`src/design/psq_pkg.sv`:
```
// Package: types, sizes and codes shared by the priority stack queue modules.
`timescale 1ns / 1ps
package psq_pkg;

    localparam int CAPACITY     = 16;
    localparam int ELEMENT_BITS = 32;
    localparam int PRIO_BITS    = 16;
    localparam int COUNT_BITS   = $clog2(CAPACITY + 1);

    typedef enum logic {
        OP_PUSH = 1'b0,
        OP_POP  = 1'b1
    } opcode_t;

    typedef enum logic [1:0] {
        ST_OK    = 2'd0,
        ST_FULL  = 2'd1,
        ST_EMPTY = 2'd2
    } status_t;

    typedef struct packed {
        opcode_t                 opcode;
        logic [ELEMENT_BITS-1:0] element;
        logic [PRIO_BITS-1:0]    prio;
    } in_t;

    typedef struct packed {
        logic [ELEMENT_BITS-1:0] front_element;
        logic [PRIO_BITS-1:0]    front_prio;
        logic [COUNT_BITS-1:0]   count;
        logic                    is_empty;
        status_t                 status;
    } out_t;

    typedef struct packed {
        logic                    valid;
        logic [ELEMENT_BITS-1:0] element;
        logic [PRIO_BITS-1:0]    prio;
    } entry_t;

    typedef struct packed {
        logic                    push;
        logic                    pop;
        logic [ELEMENT_BITS-1:0] element;
        logic [PRIO_BITS-1:0]    prio;
    } cell_ctrl_t;

endpackage

```
`src/design/psq_cell.sv`:
```
// One storage cell of the sorted chain: holds one entry and shifts with its neighbors.
`timescale 1ns / 1ps
module psq_cell
    import psq_pkg::*;
(
    input  logic       aclk,
    input  logic       aresetn,
    input  cell_ctrl_t ctrl,
    input  entry_t     left_entry,
    input  logic       left_ins,
    input  entry_t     right_entry,
    output entry_t     entry,
    output entry_t     entry_next,
    output logic       ins
);

    logic                    valid_reg;
    logic [ELEMENT_BITS-1:0] element_reg;
    logic [PRIO_BITS-1:0]    prio_reg;

    assign entry = '{valid: valid_reg, element: element_reg, prio: prio_reg};
    assign ins   = !valid_reg || (ctrl.prio >= prio_reg);

    always_comb begin
        entry_next = entry;
        if (ctrl.push) begin
            if (left_ins) begin
                entry_next = left_entry;
            end else if (ins) begin
                entry_next = '{valid: 1'b1, element: ctrl.element, prio: ctrl.prio};
            end
        end else if (ctrl.pop) begin
            entry_next = right_entry;
        end
    end

    always_ff @(posedge aclk) begin
        if (!aresetn) begin
            valid_reg <= 1'b0;
        end else begin
            valid_reg <= entry_next.valid;
        end
        element_reg <= entry_next.element;
        prio_reg    <= entry_next.prio;
    end

endmodule

```
`src/design/priority_stack_queue_top.sv`:
```
// Top level: priority stack queue built from a chain of shifting cells.
`timescale 1ns / 1ps
// Bounded priority queue of CAPACITY entries, kept sorted by descending priority,
// newest first among equal priorities. Each transaction is a push or a pop and
// yields one result with the front entry, count, empty flag and status. Every cell
// compares the pushed priority in parallel and the whole row shifts at once, so a
// transaction can be taken every cycle while the output is not stalled. The result
// appears in a single output register in the cycle after acceptance. The input is
// ready only while that register is empty or being drained in the same cycle, so a
// stalled result holds off the input. A push to a full queue is dropped with status
// full, a pop of an empty queue is a no-op with status empty.
module priority_stack_queue_top
    import psq_pkg::*;
(
    input  logic aclk,
    input  logic aresetn,
    input  logic s_valid,
    output logic s_ready,
    input  in_t  s_data,
    output logic m_valid,
    input  logic m_ready,
    output out_t m_data
);

    logic [COUNT_BITS-1:0] count_reg;
    logic [COUNT_BITS-1:0] count_next;
    logic                  m_valid_reg;
    out_t                  m_data_reg;
    out_t                  m_data_next;

    logic       accept;
    logic       is_full;
    logic       is_zero;
    logic       push_ok;
    logic       pop_ok;
    cell_ctrl_t ctrl;

    entry_t cell_entry [CAPACITY];
    entry_t cell_next  [CAPACITY];
    logic   cell_ins   [CAPACITY];
    logic [CAPACITY-1:0] valid_vec;

    assign s_ready = !m_valid_reg || m_ready;
    assign accept  = s_valid && s_ready;
    assign is_full = (count_reg == COUNT_BITS'(CAPACITY));
    assign is_zero = (count_reg == '0);
    assign push_ok = accept && (s_data.opcode == OP_PUSH) && !is_full;
    assign pop_ok  = accept && (s_data.opcode == OP_POP) && !is_zero;

    assign ctrl = '{push: push_ok, pop: pop_ok, element: s_data.element, prio: s_data.prio};

    for (genvar i = 0; i < CAPACITY; i++) begin : g_cell
        entry_t left_e;
        logic   left_i;
        entry_t right_e;

        if (i == 0) begin : g_first
            assign left_e = '0;
            assign left_i = 1'b0;
        end else begin : g_mid
            assign left_e = cell_entry[i-1];
            assign left_i = cell_ins[i-1];
        end

        if (i == CAPACITY - 1) begin : g_last
            assign right_e = '0;
        end else begin : g_inner
            assign right_e = cell_entry[i+1];
        end

        psq_cell u_cell (
            .aclk        (aclk),
            .aresetn     (aresetn),
            .ctrl        (ctrl),
            .left_entry  (left_e),
            .left_ins    (left_i),
            .right_entry (right_e),
            .entry       (cell_entry[i]),
            .entry_next  (cell_next[i]),
            .ins         (cell_ins[i])
        );

        assign valid_vec[i] = cell_entry[i].valid;
    end

    always_comb begin
        count_next = count_reg;
        if (push_ok) begin
            count_next = count_reg + 1'b1;
        end else if (pop_ok) begin
            count_next = count_reg - 1'b1;
        end

        m_data_next.count    = count_next;
        m_data_next.is_empty = (count_next == '0);
        if (cell_next[0].valid) begin
            m_data_next.front_element = cell_next[0].element;
            m_data_next.front_prio    = cell_next[0].prio;
        end else begin
            m_data_next.front_element = '0;
            m_data_next.front_prio    = '0;
        end

        if ((s_data.opcode == OP_PUSH) && is_full) begin
            m_data_next.status = ST_FULL;
        end else if ((s_data.opcode == OP_POP) && is_zero) begin
            m_data_next.status = ST_EMPTY;
        end else begin
            m_data_next.status = ST_OK;
        end
    end

    always_ff @(posedge aclk) begin
        if (!aresetn) begin
            count_reg   <= '0;
            m_valid_reg <= 1'b0;
        end else begin
            count_reg <= count_next;
            if (accept) begin
                m_valid_reg <= 1'b1;
            end else if (m_ready) begin
                m_valid_reg <= 1'b0;
            end
        end
        if (accept) begin
            m_data_reg <= m_data_next;
        end
    end

    assign m_valid = m_valid_reg;
    assign m_data  = m_data_reg;

    a_count_range: assert property (@(posedge aclk) disable iff (!aresetn)
        count_reg <= COUNT_BITS'(CAPACITY))
        else $error("entry count above capacity");

    a_count_matches_cells: assert property (@(posedge aclk) disable iff (!aresetn)
        $countones(valid_vec) == int'(count_reg))
        else $error("entry count disagrees with valid cells");

    a_push_grows: assert property (@(posedge aclk) disable iff (!aresetn)
        push_ok |=> count_reg == $past(count_reg) + 1'b1)
        else $error("accepted push did not add an entry");

    a_front_is_max: assert property (@(posedge aclk) disable iff (!aresetn)
        (cell_entry[0].valid && cell_entry[1].valid) |->
            cell_entry[1].prio <= cell_entry[0].prio)
        else $error("front entry is not of highest priority");

endmodule
```
`config.mk`:
```
export PLATFORM = sky130hd
export DESIGN_NAME = priority_stack_queue_top
export DESIGN_NICKNAME = d
export VERILOG_FILES = /design/src/design/psq_pkg.sv /design/src/design/psq_cell.sv /design/src/design/priority_stack_queue_top.sv
export SDC_FILE = /design/constraint.sdc
export NUM_CORES = 2
export LEC_CHECK = 0
export BUFFER_PORTS_ARGS = -buffer_cell sky130_fd_sc_hd__clkbuf_2
export CAP_MARGIN = 10
export CORE_MARGIN = 1
export CORE_UTILIZATION = 25
export CTS_CLUSTER_SIZE = 12
export DETAILED_ROUTE_END_ITERATION = 6
export PLACE_DENSITY_LB_ADDON = 0.12
export SETUP_SLACK_MARGIN = 0.1
export SLEW_MARGIN = 20
export SYNTH_ARGS = -nofsm -noshare
export SYNTH_HDL_FRONTEND = slang
export SYNTH_SLANG_ARGS = --single-unit
```
`constraint.sdc`:
```
create_clock -name aclk -period 4.8 [get_ports aclk]
set_input_delay 0.48 -clock aclk [delete_from_list [all_inputs] [get_ports aclk]]
set_output_delay 0.48 -clock aclk [all_outputs]
set_load 0.03 [all_outputs]
```
======== Yosys cells after proc, flatten, opt, wreduce, memory -nomap -nowiden ========
Cells that the tools add are included.
Widths: inputs -> output; s select.
word-level totals
  register bits after elaboration ......... 846
  input bits .............................. 53
  output and inout bits ................... 58
operators by class
  equality and inequality tests ........... 16
  $lt $le $gt $ge ......................... 16
  add/subtract/negate cells ............... 2
  muxes and demuxes ....................... 68
  reductions and logical operators ........ 62
  bitwise logic cells ..................... 1
operators by type and width
  kind                 count
  $mux 49              63
  $ge 16x16->1         16
  $ne 3x1->1 const B   15
  $reduce_and 2->1     15
  $logic_not 1->1      19
  $logic_or 1x1->1     17
  $logic_not 5->1      2
  $mux 5               2
  $logic_and 1x1->1    7
  $add 5x1->5 const B  1
  $eq 5x5->1 const B   1
  $sub 5x1->5 const B  1
  $reduce_bool 2->1    2
  $mux 1               2
  $mux 2               1
  $not 1->1            1

======== Logic depth before layout (Yosys ltp) ========
  word-level depth ........................ 8
  gate-level depth with buffers ........... 12

======== Modules after synthesis ========
From an unflattened synthesis, not the netlist that was laid out.
unflattened totals
  cells, all modules ...................... 7,200
  area total of the unflattened synthesis .. 61,301.3 um^2
by module, submodules not included
  module                             area each (um^2)  cells each  seq. area each (um^2)  instances
  psq_cell at g_cell[10].u_cell ...  3,617.2           418         980.9                  11
  psq_cell at g_cell[0].u_cell ...   3,796.1           486         980.9                  5
  priority_stack_queue_top           2,531.2           172         1,801.7                1

======== Worst setup path after synthesis ========
No wires, ideal clock.
  kind .................................... input -> register
  start ................................... in s_data[0] (netlist bit)
  end ..................................... reg g_cell[11].u_cell.element_reg[0] (enable)
  path buffers ............................ 2
  data required time ...................... 4,318 ps
  setup time .............................. 482 ps
  arrival time ............................ 4,569 ps
  setup slack ............................. -252 ps
  cell stages on the path ................. 10
  path through ............................ inv_1 -> ha_1 -> nor2b_1 -> o21ai_0 -> a31oi_1 -> o21a_1 -> and2_1 -> clkbuf_1 -> buf_2 -> a31oi_1
between the ends
  word-level cells in the longest chain between the ends .. 4
  elaborated cells between the ends (all ways) .. 6
RTL lines
  what                          RTL line                        source
  from (decl)                   priority_stack_queue_top.sv:19  input in_t s_data,
  $ge 16x16->1                  psq_cell.sv:22                  assign ins = !valid_reg || (ctrl.prio >= prio_reg);
  $logic_or 1x1->1              psq_cell.sv:22
  $ne 3x1->1 (no line) *        n/a
  $reduce_and 2->1 (no line) *  n/a
  to (signal assigned)          psq_cell.sv:43                  element_reg <= entry_next.element;
  to (decl)                     psq_cell.sv:18                  logic [ELEMENT_BITS-1:0] element_reg;
Every way passes the cells marked *; elsewhere a longest branch is shown, timed or not.
A chain may end at the register's enable or synchronous reset.

======== Worst setup path after layout ========
  start ................................... reg count_reg[0]
  end ..................................... reg m_data_reg, in the netlist m_data[43] (data pin)
between the ends
  word-level cells in the longest chain between the ends .. 5
  elaborated cells between the ends (all ways) .. 8
RTL lines
  what                    RTL line                         source
  from (decl)             priority_stack_queue_top.sv:25   logic [COUNT_BITS-1:0] count_reg;
  from (signal assigned)  priority_stack_queue_top.sv:118  count_reg <= count_next;
  $logic_not 5->1         priority_stack_queue_top.sv:46   assign is_zero = (count_reg == '0);
  $logic_not 1->1         priority_stack_queue_top.sv:48   assign pop_ok = accept && (s_data.opcode == OP_POP) && !is_zero;
  $logic_and 1x1->1       priority_stack_queue_top.sv:48
  $mux 49                 psq_cell.sv:32                   end else if (ctrl.pop) begin
  $mux 49 *               psq_cell.sv:26                   if (ctrl.push) begin
  to (signal assigned)    priority_stack_queue_top.sv:126  m_data_reg <= m_data_next;
  to (decl)               priority_stack_queue_top.sv:28   out_t m_data_reg;
Marked as above.

==> impl_metrics.json <==
{
  "run_status": "complete, but fails checks",
  "violations": "design-rule violations",
  "ir_drop_mv": 0.282,
  "via_count_of_the_first_global_routing_pass": 37700,
  "holdCritStartpoint": "s_valid",
  "area.growth.synth_to_final_pct": 14.0,
  "clockBufferDepth": 3,
  "power_frac_comb": 0.214,
  "ctsRootBufferMaster": "sky130_fd_sc_hd__clkbuf_16",
  "register_area_share_after_synthesis": 0.505,
  "timing.rr.start": "count_reg[0]",
  "antenna_found_initial": 2,
  "power.share.switching": 0.315,
  "synth_xor_area_frac": 0.000537,
  "synth_most_common_cell": "sky130_fd_sc_hd__edfxtp_1",
  "clk_pin_slew_worst_paths_ns": 0.06,
  "total_switching_power_uw": 7260,
  "max_cap_violations": 0,
  "worstPathCellList": "inv_1, ha_1, nand4bb_1, nand4b_1, nand2_4, o22a_2, buf_12, o2111a_1",
  "global_route_wire_length_before_repair_mm": 254,
  "num_vias": 36800,
  "routed_wl_mm": 172,
  "drt_iter0_markers": 2266,
  "clock_insertion_delay_worst_skew_ns": 0.75,
  "final_slew_viol_count": 0,
  "crit_required_ns": 5.39,
  "htree_num_levels": 3,
  "cts_sinks": 846,
  "synth_compound_area_frac": 0.179,
  "cts_repair_resize_count": 0,
  "cp_data_arrival_time_ns": 4.36,
  "synth_mux_area_frac": 0.0888,
  "dieHeight_um": 444,
  "timing.critical_path.fanout_max": 36,
  "synth_fp_nets": 4969,
  "multi_input_comb_area_mm2": 0.0215,
  "critical_path_buf_inv_count": 2,
  "primary_ff_master_synth": "sky130_fd_sc_hd__edfxtp_1",
  "worstSetupStartpointType": "flip-flop",
  "area_share_of_and_or_nand_nor_cells_after_synthesis": 0.101,
  "synthAdderAreaFrac": 0.0660,
  "synth_cells": 4658,
  "p_leak_uw": 0.0235,
  "gr-usage-all-layers": 0.170,
  "async_reset_ff_frac": 0,
  "fmax_ghz": 0.265,
  "area.sequential_mm2": 0.0247,
  "largest_net_degree_at_the_start_of_global_routing": 201,
  "rr_endpoint": "m_data[43]",
  "setup-tns-final_ns": 0,
  "relSlewSlack": 0.267,
  "top_cell_type_by_total_area_after_synthesis": "sky130_fd_sc_hd__edfxtp_1",
  "synth-edff-count": 776,
  "wl_per_cell_um": 23.6,
  "fp.dieW_um": 444,
  "io_pins": 111,
  "detailed_routed_wire_length_on_met3_mm": 5.61,
  "globalRouteOverflowTotal": 0,
  "nNetsFinal": 4873,
  "min_to": "m_valid",
  "detail_route.first_pass.iterations": 7,
  "synth.distinct_cells": 64,
  "fillerInstances": 20500,
  "placeableCoreArea_mm2": 0.195,
  "cts_made_buffers": 104,
  "placement_rows": 162,
  "rsz_0062_raised_after_global_routing": "no",
  "synth_top_family_by_area": "compound AO/OA/AOI/OAI gates",
  "synthTopCellsByArea": "sky130_fd_sc_hd__edfxtp_1, sky130_fd_sc_hd__mux2i_1, sky130_fd_sc_hd__ha_1",
  "port-buffer-count": 110,
  "die-area_mm2": 0.198,
  "synthesis.area_mm2": 0.0489,
  "design_power_total_uw": 23100,
  "route.antenna.remaining_nets": 0,
  "cp_num_cells": 8,
  "initial_core_util": 0.251,
  "p_clk_frac": 0.350,
  "avgSynthCellArea_um2": 10.5,
  "fin_crit_sh": 0.786,
  "regToRegSetupSlack_ns": 1.03,
  "fin_crit_ns": 3.77,
  "routed_length_on_met2_mm": 82.3,
  "synth_seq_cells": 846,
  "worst_r2r_path_depth": 8,
  "family_of_cells_with_the_greatest_summed_delay_on_the_critical_path": "simple AND/OR/NAND/NOR gates",
  "path_class": "reg -> reg",
  "synth_common_cells": "sky130_fd_sc_hd__edfxtp_1, sky130_fd_sc_hd__nand2_1, sky130_fd_sc_hd__a21oi_1",
  "whs_path_depth": 3,
  "antenna-diode-count": 0,
  "setup_viol": 0,
  "top_layer": "met4",
  "netlist.area_leader.share": 0.476,
  "yosys_warnings": 0,
  "finalHoldViolations": 0,
  "cts_hold_buf": 0,
  "finClkSkew_ns": 0.0460,
  "critical-path-slowest-cell": "sky130_fd_sc_hd__o22a_2",
  "max_ffs_per_register": 512,
  "cellPowerDensity_mw_per_mm2": 414,
  "drt-met1-wl_mm": 80.3,
  "power_frac_seq": 0.436,
  "worst_hold_path_type": "in -> reg",
  "cts_tree": "yes",
  "gp_routability_congestion": 0.776,
  "max_stage_delay_ns": 0.84,
  "setup.worst_path.end_class": "flip-flop",
  "detailedPlacementHpwl_mm": 113,
  "drive_gt1_frac": 0.0959,
  "post_drt_via_cell_ratio": 5.05,
  "cts_post_setup_buffers_inserted": 0,
  "tightest_slew_ns": 1.10,
  "intPower_uw": 15800,
  "drc": 7
}
==> final cells by class <==
cell class / instances / share of cell area
multi-input combinational: 3112 / 0.386
tap: 2624 / 0.0588
clock buffer: 160 / 0.0544
inverter: 261 / 0.0176
clock inverter: 36 / 0.00661
timing repair buffer: 237 / 0.0341
sequential: 846 / 0.443
==> metrics by stage <==
stage | utilization | area, um2 | cells | worst slack (ns) | hold WS [ns]
final | 0.286 | 55800 | 7276 | 1.03 | 0.0955
after global routing | 0.286 | 55800 | 7276 | 0.865 | 0.0793
after CTS | 0.286 | 55800 | 7276 | 0.939 | 0.0197
after detailed placement | 0.269 | 52400 | 7080 | 0.748 | 0.512
after global placement | 0.269 | 52400 | 7080 | 0.743 | 0.504
after floorplan | - | 49000 | 4658 | 0.304 | 0.461
==> power groups by stage <==
stage / Clock [uW] / Sequential [uW] / Combinational [uW]
after global placement: 0 / 10200 / 4960
after global routing: 8560 / 10200 / 5500
final: 8070 / 10100 / 4950
after detailed placement: 0 / 10200 / 5010
after CTS: 8320 / 10100 / 5030
after floorplan: 0 / 10100 / 3180
==> tightest hold or removal path, cell delays in order <==
cell and delay [ns]:
sky130_fd_sc_hd__clkbuf_2 0.15, sky130_fd_sc_hd__inv_1 0.07, sky130_fd_sc_hd__a21boi_0 0.07
==> cell usage in the layout, fill, tap and decap left out, drive strengths merged, types with 70 or more instances in the layout <==
cell    count
a21oi     496
a221o     198
buf       127
clkbuf    270
dfxtp      70
edfxtp    776
ha        258
inv       262
mux2i     434
nand2     532
nand3     109
nor2      334
o21ai     199
o311ai     90
==> worst max-delay path by stage <==
stage | from | end | slack, ns
6_report | count_reg[0] | m_data[43] | 1.03
5_1_grt | count_reg[0] | m_data[43] | 0.87
3_5_place_dp | s_data[0] | g_cell[15].u_cell.element_reg[2] | 0.75
2_1_floorplan | s_data[0] | g_cell[3].u_cell.element_reg[0] | 0.30
4_1_cts | count_reg[0] | m_data[43] | 0.94
3_3_place_gp | s_data[0] | g_cell[15].u_cell.element_reg[2] | 0.74
==> logic make-up (layout without fill, tap and decap cells) <==
kind of cell | after synthesis | after routing
AO/OA/AOI/OAI | 1263 | 1263
XOR/XNOR | 3 | 3
adder cells (fa/ha/maj) | 258 | 258
buffers and inverters | 700 | 694
flip-flops | 846 | 846
multiplexers | 434 | 434
AND/OR/NAND/NOR | 1154 | 1154
==> metal layers <==
| metal | GRT usage | up-vias |
|---|---|---|
| met5 | 0 | - |
| met4 | 0.0384 | 0 |
| met3 | 0.0223 | 197 |
| met2 | 0.287 | 610 |
| met1 | 0.231 | 18800 |
| li1 | - | 17100 |
No activity file was read; power rests on OpenSTA's default activity.
